### src/rtl/tlpw_pkg.sv
// Shared types, codes and helpers for the two-level page walker.
package tlpw_pkg;

  localparam int unsigned AddrW    = 32;
  localparam int unsigned DataW    = 32;
  localparam int unsigned LenW     = 3;
  localparam int unsigned FrameW   = 20;
  localparam int unsigned CmdW     = 2;
  localparam int unsigned KindW    = 2;
  localparam int unsigned FaultW   = 3;
  localparam int unsigned CfgIdxW  = 1;
  localparam int unsigned CfgDataW = 20;

  // Packed beat widths, rounded up to whole bytes.
  localparam int unsigned InBitsW  = AddrW + LenW + DataW + DataW;
  localparam int unsigned InTdataW = ((InBitsW + 7) / 8) * 8;
  localparam int unsigned OutBitsW = AddrW + LenW + DataW + DataW + FaultW;
  localparam int unsigned OutTdataW = ((OutBitsW + 7) / 8) * 8;

  typedef enum logic [CmdW-1:0] {
    CMD_READ  = 2'd0,
    CMD_WRITE = 2'd1,
    CMD_RESP  = 2'd2,
    CMD_RESP3 = 2'd3
  } cmd_e;

  typedef enum logic [KindW-1:0] {
    KIND_READ  = 2'd0,
    KIND_WRITE = 2'd1,
    KIND_DONE  = 2'd2,
    KIND_FAULT = 2'd3
  } kind_e;

  typedef enum logic [FaultW-1:0] {
    FLT_NONE      = 3'd0,
    FLT_DIR_ABS   = 3'd1,
    FLT_TAB_ABS   = 3'd2,
    FLT_CROSS_WR  = 3'd3,
    FLT_BAD_LEN   = 3'd4
  } fault_e;

  typedef enum logic [2:0] {
    PH_IDLE = 3'd0,
    PH_DIR  = 3'd1,
    PH_TAB  = 3'd2,
    PH_DATA = 3'd3,
    PH_BYTE = 3'd4
  } phase_e;

  typedef enum logic [CfgIdxW-1:0] {
    REG_PAGING_EN = 1'd0,
    REG_DIR_BASE  = 1'd1
  } reg_e;

  typedef struct packed {
    phase_e            phase;
    logic [AddrW-1:0]  held_address;
    logic [LenW-1:0]   held_length;
    logic              held_is_write;
    logic [DataW-1:0]  held_store_data;
    logic [FrameW-1:0] first_frame;
    logic [FrameW-1:0] second_frame;
    logic [LenW-1:0]   byte_index;
    logic [DataW-1:0]  assembled_word;
    logic              walking_second_page;
  } walk_state_t;

  typedef struct packed {
    logic [CmdW-1:0]  command;
    logic [AddrW-1:0] virtual_address;
    logic [LenW-1:0]  access_length;
    logic [DataW-1:0] write_data;
    logic [DataW-1:0] memory_data;
  } item_t;

  typedef struct packed {
    kind_e            result_kind;
    logic [AddrW-1:0] memory_address;
    logic [LenW-1:0]  request_length;
    logic [DataW-1:0] store_data;
    logic [DataW-1:0] load_data;
    fault_e           fault_code;
  } result_t;

  // Keep the low len bytes of v; lengths of four and up keep the whole word.
  function automatic logic [DataW-1:0] mask_bytes(logic [DataW-1:0] v, logic [LenW-1:0] len);
    logic [DataW-1:0] r;
    case (len)
      3'd0:    r = '0;
      3'd1:    r = {24'h0, v[7:0]};
      3'd2:    r = {16'h0, v[15:0]};
      3'd3:    r = {8'h0, v[23:0]};
      default: r = v;
    endcase
    return r;
  endfunction

endpackage

### src/rtl/tlpw_step.sv
// Combinational next-state and result logic for one beat of the walker.
module tlpw_step (
  input  tlpw_pkg::walk_state_t          st_i,
  input  tlpw_pkg::item_t                item_i,
  input  logic                           paging_en_i,
  input  logic [tlpw_pkg::FrameW-1:0]    dir_base_i,
  output tlpw_pkg::walk_state_t          st_o,
  output tlpw_pkg::result_t              res_o
);
  import tlpw_pkg::*;

  // Address of byte k of a split read: first page, then second.
  function automatic logic [AddrW-1:0] byte_addr(logic [AddrW-1:0] ha, logic [FrameW-1:0] f1,
                                                  logic [FrameW-1:0] f2, logic [LenW-1:0] k);
    logic [12:0] off;
    logic [12:0] len1;
    logic [12:0] kk;
    logic [12:0] rem;
    off  = {1'b0, ha[11:0]};
    len1 = 13'h1000 - off;
    kk   = {10'h0, k};
    rem  = kk - len1;
    if (kk < len1) begin
      return {f1, 12'h0} + {19'h0, off} + {29'h0, k};
    end else begin
      return {f2, 12'h0} + {19'h0, rem};
    end
  endfunction

  logic              is_req;
  logic              len_ok;
  logic [12:0]       cross_sum;
  logic              crosses_new;
  logic              crosses_held;
  logic [19:0]       walk_page;
  logic [AddrW-1:0]  dir_addr;
  logic [FrameW-1:0] frame;
  logic [DataW-1:0]  asm_next;
  logic [LenW-1:0]   idx_next;
  logic [DataW-1:0]  sd_new;

  always_comb begin
    is_req = (item_i.command == CMD_READ) || (item_i.command == CMD_WRITE);
    if (item_i.command == CMD_READ) begin
      len_ok = (item_i.access_length == 3'd1) || (item_i.access_length == 3'd2) ||
               (item_i.access_length == 3'd4);
    end else begin
      len_ok = (item_i.access_length >= 3'd1) && (item_i.access_length <= 3'd4);
    end
    cross_sum    = {1'b0, item_i.virtual_address[11:0]} + {10'h0, item_i.access_length};
    crosses_new  = cross_sum > 13'h1000;
    crosses_held = ({1'b0, st_i.held_address[11:0]} + {10'h0, st_i.held_length}) > 13'h1000;
    sd_new       = mask_bytes(item_i.write_data, item_i.access_length);
    frame        = item_i.memory_data[31:12];
    asm_next     = {st_i.assembled_word[23:0], item_i.memory_data[7:0]};
    idx_next     = st_i.byte_index - 3'd1;
    walk_page    = st_i.held_address[31:12];
    dir_addr     = '0;

    st_o  = st_i;
    res_o = '{result_kind: KIND_READ, memory_address: '0, request_length: '0,
              store_data: '0, load_data: '0, fault_code: FLT_NONE};

    if (is_req) begin
      st_o.held_address        = item_i.virtual_address;
      st_o.held_length         = item_i.access_length;
      st_o.held_is_write       = (item_i.command == CMD_WRITE);
      st_o.held_store_data     = sd_new;
      st_o.walking_second_page = 1'b0;
      st_o.byte_index          = '0;
      st_o.assembled_word      = '0;
      dir_addr = {dir_base_i, item_i.virtual_address[31:22], 2'b00};
      if (!len_ok) begin
        st_o.phase        = PH_IDLE;
        res_o.result_kind = KIND_FAULT;
        res_o.fault_code  = FLT_BAD_LEN;
      end else if (!paging_en_i) begin
        res_o.memory_address = item_i.virtual_address;
        res_o.request_length = item_i.access_length;
        if (item_i.command == CMD_WRITE) begin
          st_o.phase        = PH_IDLE;
          res_o.result_kind = KIND_WRITE;
          res_o.store_data  = sd_new;
        end else begin
          st_o.phase        = PH_DATA;
          res_o.result_kind = KIND_READ;
        end
      end else if ((item_i.command == CMD_WRITE) && crosses_new) begin
        st_o.phase        = PH_IDLE;
        res_o.result_kind = KIND_FAULT;
        res_o.fault_code  = FLT_CROSS_WR;
      end else begin
        st_o.phase           = PH_DIR;
        res_o.memory_address = dir_addr;
        res_o.request_length = 3'd4;
      end
    end else begin
      // second-page walk uses the page after the held address
      walk_page = st_i.held_address[31:12] + {19'h0, st_i.walking_second_page};
      case (st_i.phase)
        PH_DIR: begin
          if (!item_i.memory_data[0]) begin
            st_o.phase               = PH_IDLE;
            st_o.walking_second_page = 1'b0;
            res_o.result_kind        = KIND_FAULT;
            res_o.fault_code         = FLT_DIR_ABS;
          end else begin
            st_o.phase           = PH_TAB;
            res_o.memory_address = {item_i.memory_data[31:12], walk_page[9:0], 2'b00};
            res_o.request_length = 3'd4;
          end
        end
        PH_TAB: begin
          if (!item_i.memory_data[0]) begin
            st_o.phase               = PH_IDLE;
            st_o.walking_second_page = 1'b0;
            res_o.result_kind        = KIND_FAULT;
            res_o.fault_code         = FLT_TAB_ABS;
          end else if (st_i.walking_second_page) begin
            st_o.second_frame        = frame;
            st_o.walking_second_page = 1'b0;
            st_o.byte_index          = st_i.held_length - 3'd1;
            st_o.assembled_word      = '0;
            st_o.phase               = PH_BYTE;
            res_o.memory_address     = byte_addr(st_i.held_address, st_i.first_frame, frame,
                                                 st_i.held_length - 3'd1);
            res_o.request_length     = 3'd1;
          end else begin
            st_o.first_frame = frame;
            if (!st_i.held_is_write && crosses_held) begin
              // read spans two pages: walk the next page too
              st_o.walking_second_page = 1'b1;
              st_o.phase               = PH_DIR;
              walk_page                = st_i.held_address[31:12] + 20'd1;
              res_o.memory_address     = {dir_base_i, walk_page[19:10], 2'b00};
              res_o.request_length     = 3'd4;
            end else if (st_i.held_is_write) begin
              st_o.phase           = PH_IDLE;
              res_o.result_kind    = KIND_WRITE;
              res_o.memory_address = {frame, st_i.held_address[11:0]};
              res_o.request_length = st_i.held_length;
              res_o.store_data     = st_i.held_store_data;
            end else begin
              st_o.phase           = PH_DATA;
              res_o.memory_address = {frame, st_i.held_address[11:0]};
              res_o.request_length = st_i.held_length;
            end
          end
        end
        PH_DATA: begin
          st_o.phase        = PH_IDLE;
          res_o.result_kind = KIND_DONE;
          res_o.load_data   = mask_bytes(item_i.memory_data, st_i.held_length);
        end
        PH_BYTE: begin
          st_o.assembled_word = asm_next;
          if (st_i.byte_index == 3'd0) begin
            st_o.phase        = PH_IDLE;
            res_o.result_kind = KIND_DONE;
            res_o.load_data   = asm_next;
          end else begin
            st_o.byte_index      = idx_next;
            res_o.memory_address = byte_addr(st_i.held_address, st_i.first_frame,
                                             st_i.second_frame, idx_next);
            res_o.request_length = 3'd1;
          end
        end
        default: begin
          // response with no walk pending
          st_o.phase               = PH_IDLE;
          st_o.walking_second_page = 1'b0;
          res_o.result_kind        = KIND_FAULT;
          res_o.fault_code         = FLT_NONE;
        end
      endcase
    end
  end

endmodule

### src/rtl/two_level_page_walker_unit.sv
// Top level of the two-level page walker: beat registers, walk state and config.
// Two-level page walker, 32-bit x86 style with 4 KiB pages. Each slave beat is
// an access request (read or write) or a memory read response, and produces
// exactly one master beat: the next memory request (directory entry, table
// entry or data access), a read completion, or a fault. The block takes one
// beat per clock and returns one beat per clock while the sink keeps taking
// results. An accepted beat is held in the input register and is executed
// from there into the result register, where the sink takes it. A result
// held by the sink keeps the input register occupied, so the slave side stalls
// once both registers are full. The per-beat work is one pass of the step
// logic between those two registers, which also updates the walk state, so
// back-to-back beats see the state left by the previous one. Config writes
// (index 0: paging enable, index 1: directory base frame) are always taken and
// should be made only while no walk is in flight.
module two_level_page_walker_unit (
  input  logic                               clk_i,
  input  logic                               rst_ni,
  // slave stream
  input  logic                               s_tvalid_i,
  output logic                               s_tready_o,
  // tdata: virtual_address[31:0], access_length[34:32], write_data[66:35],
  //        memory_data[98:67], zero pad
  input  logic [tlpw_pkg::InTdataW-1:0]      s_tdata_i,
  // tuser: command[1:0]
  input  logic [tlpw_pkg::CmdW-1:0]          s_tuser_i,
  // master stream
  output logic                               m_tvalid_o,
  input  logic                               m_tready_i,
  // tdata: memory_address[31:0], request_length[34:32], store_data[66:35],
  //        load_data[98:67], fault_code[101:99], zero pad
  output logic [tlpw_pkg::OutTdataW-1:0]     m_tdata_o,
  // tuser: result_kind[1:0]
  output logic [tlpw_pkg::KindW-1:0]         m_tuser_o,
  // config write channel
  input  logic                               cfg_valid_i,
  output logic                               cfg_ready_o,
  input  logic [tlpw_pkg::CfgIdxW-1:0]       cfg_index_i,
  input  logic [tlpw_pkg::CfgDataW-1:0]      cfg_data_i
);
  import tlpw_pkg::*;

  logic              in_valid_q;
  item_t             in_item_q;
  logic              out_valid_q;
  result_t           out_res_q;
  walk_state_t       st_q, st_d;
  result_t           res_d;
  logic              paging_en_q;
  logic [FrameW-1:0] dir_base_q;
  logic              exec;
  item_t             s_item;

  // unpack slave beat
  always_comb begin
    s_item.command         = s_tuser_i;
    s_item.virtual_address = s_tdata_i[31:0];
    s_item.access_length   = s_tdata_i[34:32];
    s_item.write_data      = s_tdata_i[66:35];
    s_item.memory_data     = s_tdata_i[98:67];
  end

  // an item in the input register moves on when the result register frees up
  assign exec        = in_valid_q && (!out_valid_q || m_tready_i);
  assign s_tready_o  = !in_valid_q || exec;
  assign cfg_ready_o = 1'b1;

  tlpw_step u_step (
    .st_i        (st_q),
    .item_i      (in_item_q),
    .paging_en_i (paging_en_q),
    .dir_base_i  (dir_base_q),
    .st_o        (st_d),
    .res_o       (res_d)
  );

  always_ff @(posedge clk_i or negedge rst_ni) begin
    if (!rst_ni) begin
      in_valid_q  <= 1'b0;
      out_valid_q <= 1'b0;
      st_q        <= '{phase: PH_IDLE, default: '0};
      paging_en_q <= 1'b0;
      dir_base_q  <= '0;
    end else begin
      if (s_tready_o) begin
        in_valid_q <= s_tvalid_i;
      end
      if (exec) begin
        out_valid_q <= 1'b1;
        st_q        <= st_d;
      end else if (m_tready_i) begin
        out_valid_q <= 1'b0;
      end
      if (cfg_valid_i) begin
        case (cfg_index_i)
          REG_PAGING_EN: paging_en_q <= cfg_data_i[0];
          REG_DIR_BASE:  dir_base_q  <= cfg_data_i;
          default:       ;
        endcase
      end
    end
  end

  // payload registers
  always_ff @(posedge clk_i) begin
    if (s_tready_o && s_tvalid_i) begin
      in_item_q <= s_item;
    end
    if (exec) begin
      out_res_q <= res_d;
    end
  end

  assign m_tvalid_o = out_valid_q;
  assign m_tuser_o  = out_res_q.result_kind;
  assign m_tdata_o  = {{(OutTdataW - OutBitsW){1'b0}}, out_res_q.fault_code,
                       out_res_q.load_data, out_res_q.store_data,
                       out_res_q.request_length, out_res_q.memory_address};

endmodule
### config.mk
export PLATFORM = sky130hd
export DESIGN_NAME = two_level_page_walker_unit
export DESIGN_NICKNAME = d
export VERILOG_FILES = /design/src/rtl/tlpw_pkg.sv /design/src/rtl/tlpw_step.sv /design/src/rtl/two_level_page_walker_unit.sv
export SDC_FILE = /design/constraint.sdc
export NUM_CORES = 1
export LEC_CHECK = 0
export ABC_AREA = 1
export BUFFER_PORTS_ARGS = -buffer_cell sky130_fd_sc_hd__buf_2
export CAP_MARGIN = 10
export CORE_MARGIN = 1
export CORE_UTILIZATION = 55
export CTS_BUF_LIST = sky130_fd_sc_hd__clkbuf_4 sky130_fd_sc_hd__clkbuf_8
export CTS_CLUSTER_SIZE = 14
export DETAILED_ROUTE_END_ITERATION = 8
export PLACE_DENSITY = 0.76
export SLEW_MARGIN = 20
export SYNTH_ARGS = -nofsm -noshare
export SYNTH_HDL_FRONTEND = slang
export SYNTH_SLANG_ARGS = --single-unit
### constraint.sdc
create_clock -name clk_i -period 10.8 [get_ports clk_i]
set_input_delay 0.54 -clock clk_i [delete_from_list [all_inputs] [get_ports clk_i]]
set_output_delay 0.54 -clock clk_i [all_outputs]
set_load 0.005 [all_outputs]
==> results_tabular.tex <==
\begin{tabular}{lr}
\hline
Metric & Value \\
\hline
\multicolumn{2}{l}{\textbf{Yosys}} \\
\quad Number of different library cells in the post-synthesis netlist & 52 \\
\quad Largest cells by area after synthesis & edfxtp\_1 (30\%), dfrtp\_1 (20\%), nand2\_1 (12\%) \\
\quad Sequential cell area fraction in the yosys report & 49.9\% \\
\quad Top cells by instance count after synthesis & nand2\_1 (667), inv\_1 (264), edfxtp\_1 (205) \\
\quad Area share of the leading cell type in the synthesized netlist & between 30\% and 40\% \\
\quad \#FFs+latches synth & 367 \\
\quad Post-Syn Instances & 2455 \\
\quad Primary FF master, synth & edfxtp\_1 \\
\quad Library cell occupying the most area in the post-synthesis netlist & edfxtp\_1 \\
\quad Most used standard cell by instance count after synthesis & nand2\_1 \\
\quad Area of the mapped netlist & 20500 um2 \\
\quad Asr flop ratio synth & 44.1\% \\
\quad Total of warnings raised by yosys & 0 \\
\quad Number of flops mapped to enable cells by yosys & 205 \\
\quad Mean post-synth cell area & 8.33 um2 \\
\multicolumn{2}{l}{\textbf{Die}} \\
\quad Starting density of the core & 55.9\% \\
\quad Die boundary height & 195 um \\
\quad Top-level port count & 241 \\
\quad Die X & about 190 um \\
\quad Die ar. & 38000 um2 \\
\quad Core Area & between 30000 and 40000 um2 \\
\quad Number of core rows & 70 \\
\multicolumn{2}{l}{\textbf{Global routing}} \\
\quad First-pass GRT wire length & 104000 um \\
\quad All-layer global routing usage & 36.2\% \\
\quad Total congestion overflow after global routing & 0 \\
\quad Pin count of the biggest net entering global routing & between 60 and 70 \\
\quad Antenna violations before repair & 3 \\
\quad Vias in the first global route & 18000 \\
\multicolumn{2}{l}{\textbf{Outcome}} \\
\quad Result of the run & finished clean \\
\multicolumn{2}{l}{\textbf{Finish}} \\
\quad Growth of design area from synthesis to finish & 14.5\% \\
\quad Ratio of cells with drive above 1 in the final layout & 16.4\% \\
\quad Final standard cell utilization of the core & 64.0\% \\
\quad Final Net Count & roughly 2800 \\
\multicolumn{2}{l}{\textbf{Route}} \\
\quad Number of iterations in the first detailed-routing pass & 6 \\
\quad WL/cell & 21.3 um \\
\quad Violation count after the first detailed-route iteration & 2150 \\
\quad Post-DR vias/cell & 5.83 \\
\quad Total vias in the final route & 18600 \\
\quad DRC violation count after routing & 0 \\
\quad Post-detailed-route count of antenna-violating nets & 0 \\
\quad Overall routed net length & 68000 um \\
\multicolumn{2}{l}{\textbf{Placed design}} \\
\quad Number of I/O port buffers & roughly 230 \\
\quad Dpl ws & approximately 5.8 ns \\
\quad Half-perimeter wire length after placement & 48900 um \\
\quad Final weighted congestion in routability-driven placement & 0.992 \\
\multicolumn{2}{l}{\textbf{STA}} \\
\quad Transition time of the tightest slew-check pin & 1.00 ns \\
\quad Worst clock skew & 0.0334 ns \\
\quad Final count of negative-setup-slack endpoints & 0 \\
\quad RSZ-0062 raised after global routing & no \\
\quad Final Hold Violating Endpoints & 0 \\
\quad PnR worst setup slack & 5.70 ns \\
\quad Fmax achieved & 0.196 GHz \\
\quad Headroom to the max-slew limit & 33.3\% \\
\quad Summed negative setup slack over all endpoints & 0 ns \\
\quad Max-slew violation total from the final report & 0 \\
\quad Min cycle time layout & 5.10 ns \\
\quad Final critical-path share of the clock period & a little under half \\
\multicolumn{2}{l}{\textbf{Setup path}} \\
\quad Largest driver fanout on the critical path & 10 \\
\quad Worst endpoint required time & 11.18 ns \\
\quad Depth of the most critical reg-to-reg path & 23 \\
\quad Arrival time of data at the critical path endpoint & 5.49 ns \\
\quad R2R Path Start & st\_q[116]\$\_DFFE\_PN0P\_ \\
\quad Sort of element at the start of the critical path & flip-flop \\
\quad Cell family with most CP delay & simple AND/OR/NAND/NOR gates \\
\quad R2R Path End & m\_tdata\_o[30]\$\_DFFE\_PP\_ \\
\quad Count of buffer and inverter cells on the critical path & 2 \\
\quad Class of the most critical setup path & flip-flop to flip-flop \\
\quad Slowest-stage cell, CP & dfrtp\_1 \\
\quad Kind of end point of the critical path & flip-flop \\
\quad Cell occurring most often along the worst timing path & nand2\_1 \\
\quad Internal reg-to-reg setup slack & 5.70 ns \\
\quad Largest stage delay, worst path & 0.64 ns \\
\quad Critical path cell sequence & clkinv\_2, nand3\_4, nand2\_1, o21ai\_1, nand3\_1, a2111oi\_0, nand2\_1, xor2\_1, ha\_1, ha\_1, nand2\_1, nor2\_1, nand2\_1, inv\_1, nand3\_1, nor3\_1, nand3\_1, nand2\_1, nand3\_1, a21oi\_1, nand2\_1, nand2\_1, nand2\_1 \\
\multicolumn{2}{l}{\textbf{Clocking}} \\
\quad Clock insertion delay at the later pin of the skew report & between 0.6 and 0.7 ns \\
\quad Clock root buffer master & clkbuf\_8 \\
\quad Post\_cts resized & 0 \\
\quad Clock-pin slew on the worst setup and hold paths & 0.06 ns \\
\quad Count of clock tree sinks & 367 \\
\quad TritonCTS clock tree & yes \\
\quad Num CTS Buffers & 66 \\
\quad CTS Buffer Depth & 3 \\
\quad Post-CTS Hold Buffers & 1 \\
\quad Level count of the clock H-tree & 3 \\
\quad Post-CTS Setup Inserts & 0 \\
\multicolumn{2}{l}{\textbf{Power}} \\
\quad Peak VDD IR & roughly 0.15 mV \\
\quad Post-layout power & approximately 4.9 mW \\
\quad Total leakage power & 10.7 nW \\
\quad PD cells & around 210 nW/um2 \\
\multicolumn{2}{l}{\textbf{Worst hold path}} \\
\quad Class of the tightest hold or removal check & input pin to flip-flop \\
\quad Startpoint of the lowest-slack hold path & s\_tdata\_i[4] \\
\quad Hold-critical path depth & 1 \\
\quad Endpoint of the worst hold-timing path & in\_item\_q[71]\$\_DFFE\_PP\_ \\
\multicolumn{2}{l}{\textbf{Flow run}} \\
\quad Number of maximum-capacitance constraint violations & 0 \\
\hline
\end{tabular}
## how the worst max path moves through the flow
stage                          startpoint                      end  cells past startpoint  slack [ns]
floorplan                      m_tready_i     st_q[42]$_DFFE_PN0P_                      9        6.94
CTS                 st_q[113]$_DFFE_PN0P_  m_tdata_o[30]$_DFFE_PP_                     25        5.79
detailed placement  st_q[113]$_DFFE_PN0P_  m_tdata_o[30]$_DFFE_PP_                     25        5.80
global route        st_q[113]$_DFFE_PN0P_  m_tdata_o[30]$_DFFE_PP_                     25        5.25
global placement    st_q[113]$_DFFE_PN0P_  m_tdata_o[30]$_DFFE_PP_                     23        5.90
finish              st_q[116]$_DFFE_PN0P_  m_tdata_o[30]$_DFFE_PP_                     23        5.70
## kinds of logic after synthesis
kind of cell	Yosys count	share of synthesized area, %
DFF	367	49.9
and+or+nand+nor	1214	25.6
other	2	0.0367
buffers and inverters	397	7.74
xor gates and xnor gates	96	4.11
adders and majority gates	36	2.42
AOI/OAI and AO/OA	319	8.84
muxes	24	1.32
## flip-flops by register name, summed over array words and instances (netlist names)
name and flops:
dir_base_q 20, in_item_q 101, in_valid_q 1, m_tdata_o 102
m_tuser_o 2, m_tvalid_o 1, paging_en_q 1, st_q 139
## stage by stage
step | cells | hold WS, ns | area [um2]
global route | 3187 | 0.0356 | 23400
floorplan | 2456 | 0.244 | 20500
detailed placement | 3066 | 0.469 | 21900
finish | 3188 | 0.0660 | 23400
global placement | 3066 | 0.464 | 21900
CTS | 3187 | 0.0321 | 23400
## placed cells by master, fill, tap and decap left out, types with 4 or more instances in the layout
| cell type | Yosys | routed |
|---|---|---|
| o22ai_1 | 4 | 4 |
| clkbuf_8 | 0 | 74 |
| a21boi_0 | 6 | 6 |
| nor3b_1 | 7 | 7 |
| nor2_2 | 10 | 12 |
| clkinv_2 | 1 | 7 |
| a32oi_1 | 7 | 7 |
| fa_1 | 6 | 6 |
| nand3_1 | 190 | 190 |
| a41oi_1 | 13 | 13 |
| a22oi_1 | 17 | 17 |
| ha_1 | 30 | 30 |
| nor2_1 | 202 | 199 |
| clkinv_1 | 5 | 4 |
| nor3_1 | 32 | 32 |
| a21oi_1 | 48 | 48 |
| clkbuf_4 | 0 | 28 |
| dfrtp_1 | 162 | 162 |
| o211ai_1 | 6 | 6 |
| buf_2 | 25 | 231 |
| bufinv_16 | 0 | 6 |
| xor2_1 | 82 | 82 |
| edfxtp_1 | 205 | 205 |
| nand2_1 | 667 | 667 |
| nand4_1 | 79 | 79 |
| o21ai_1 | 16 | 16 |
| nand3b_1 | 6 | 6 |
| mux2_2 | 24 | 24 |
| buf_4 | 10 | 25 |
| o41ai_1 | 7 | 7 |
| o21ai_0 | 183 | 183 |
| inv_2 | 12 | 13 |
| nor2_4 | 7 | 8 |
| nor4_1 | 4 | 4 |
| xnor2_1 | 14 | 14 |
| inv_1 | 264 | 262 |
## routing by layer
metal	routed length, um	vias up	global-route usage (%)
li1	-	8573	-
met1	27500	8901	47.7
met2	30900	915	56.3
met3	5890	205	7.76
met4	3590	6	18.8
met5	34	-	0
## worst reg2reg max path: stages (launching register included)
cell and delay, ns:
dfrtp_1 0.64, clkinv_2 0.34, nand3_4 0.20, nand2_1 0.06, o21ai_1 0.12, nand3_1 0.10, a2111oi_0 0.57, nand2_1 0.14
xor2_1 0.47, ha_1 0.33, ha_1 0.21, nand2_1 0.06, nor2_1 0.21, nand2_1 0.16, inv_1 0.10, nand3_1 0.11
nor3_1 0.37, nand3_1 0.12, nand2_1 0.08, nand3_1 0.08, a21oi_1 0.18, nand2_1 0.08, nand2_1 0.07, nand2_1 0.07
## area by class of cell
class | count | area [um2]
Antenna cell | 1 | 2.50
Clock buffer | 102 | 1230
Clock inverter | 18 | 289
Fill cell | 3167 | 13200
Inverter | 282 | 1060
Multi-Input combinational cell | 1692 | 8680
Sequential cell | 367 | 10200
Tap cell | 468 | 586
Timing Repair Buffer | 258 | 1370
## report_power, final
group	internal (mW)	switching [mW]
Combinational	0.444	0.941
Sequential	1.73	0.241
Clock	0.879	0.615
Total	3.05	1.80
(Power assumes the default switching activity.)
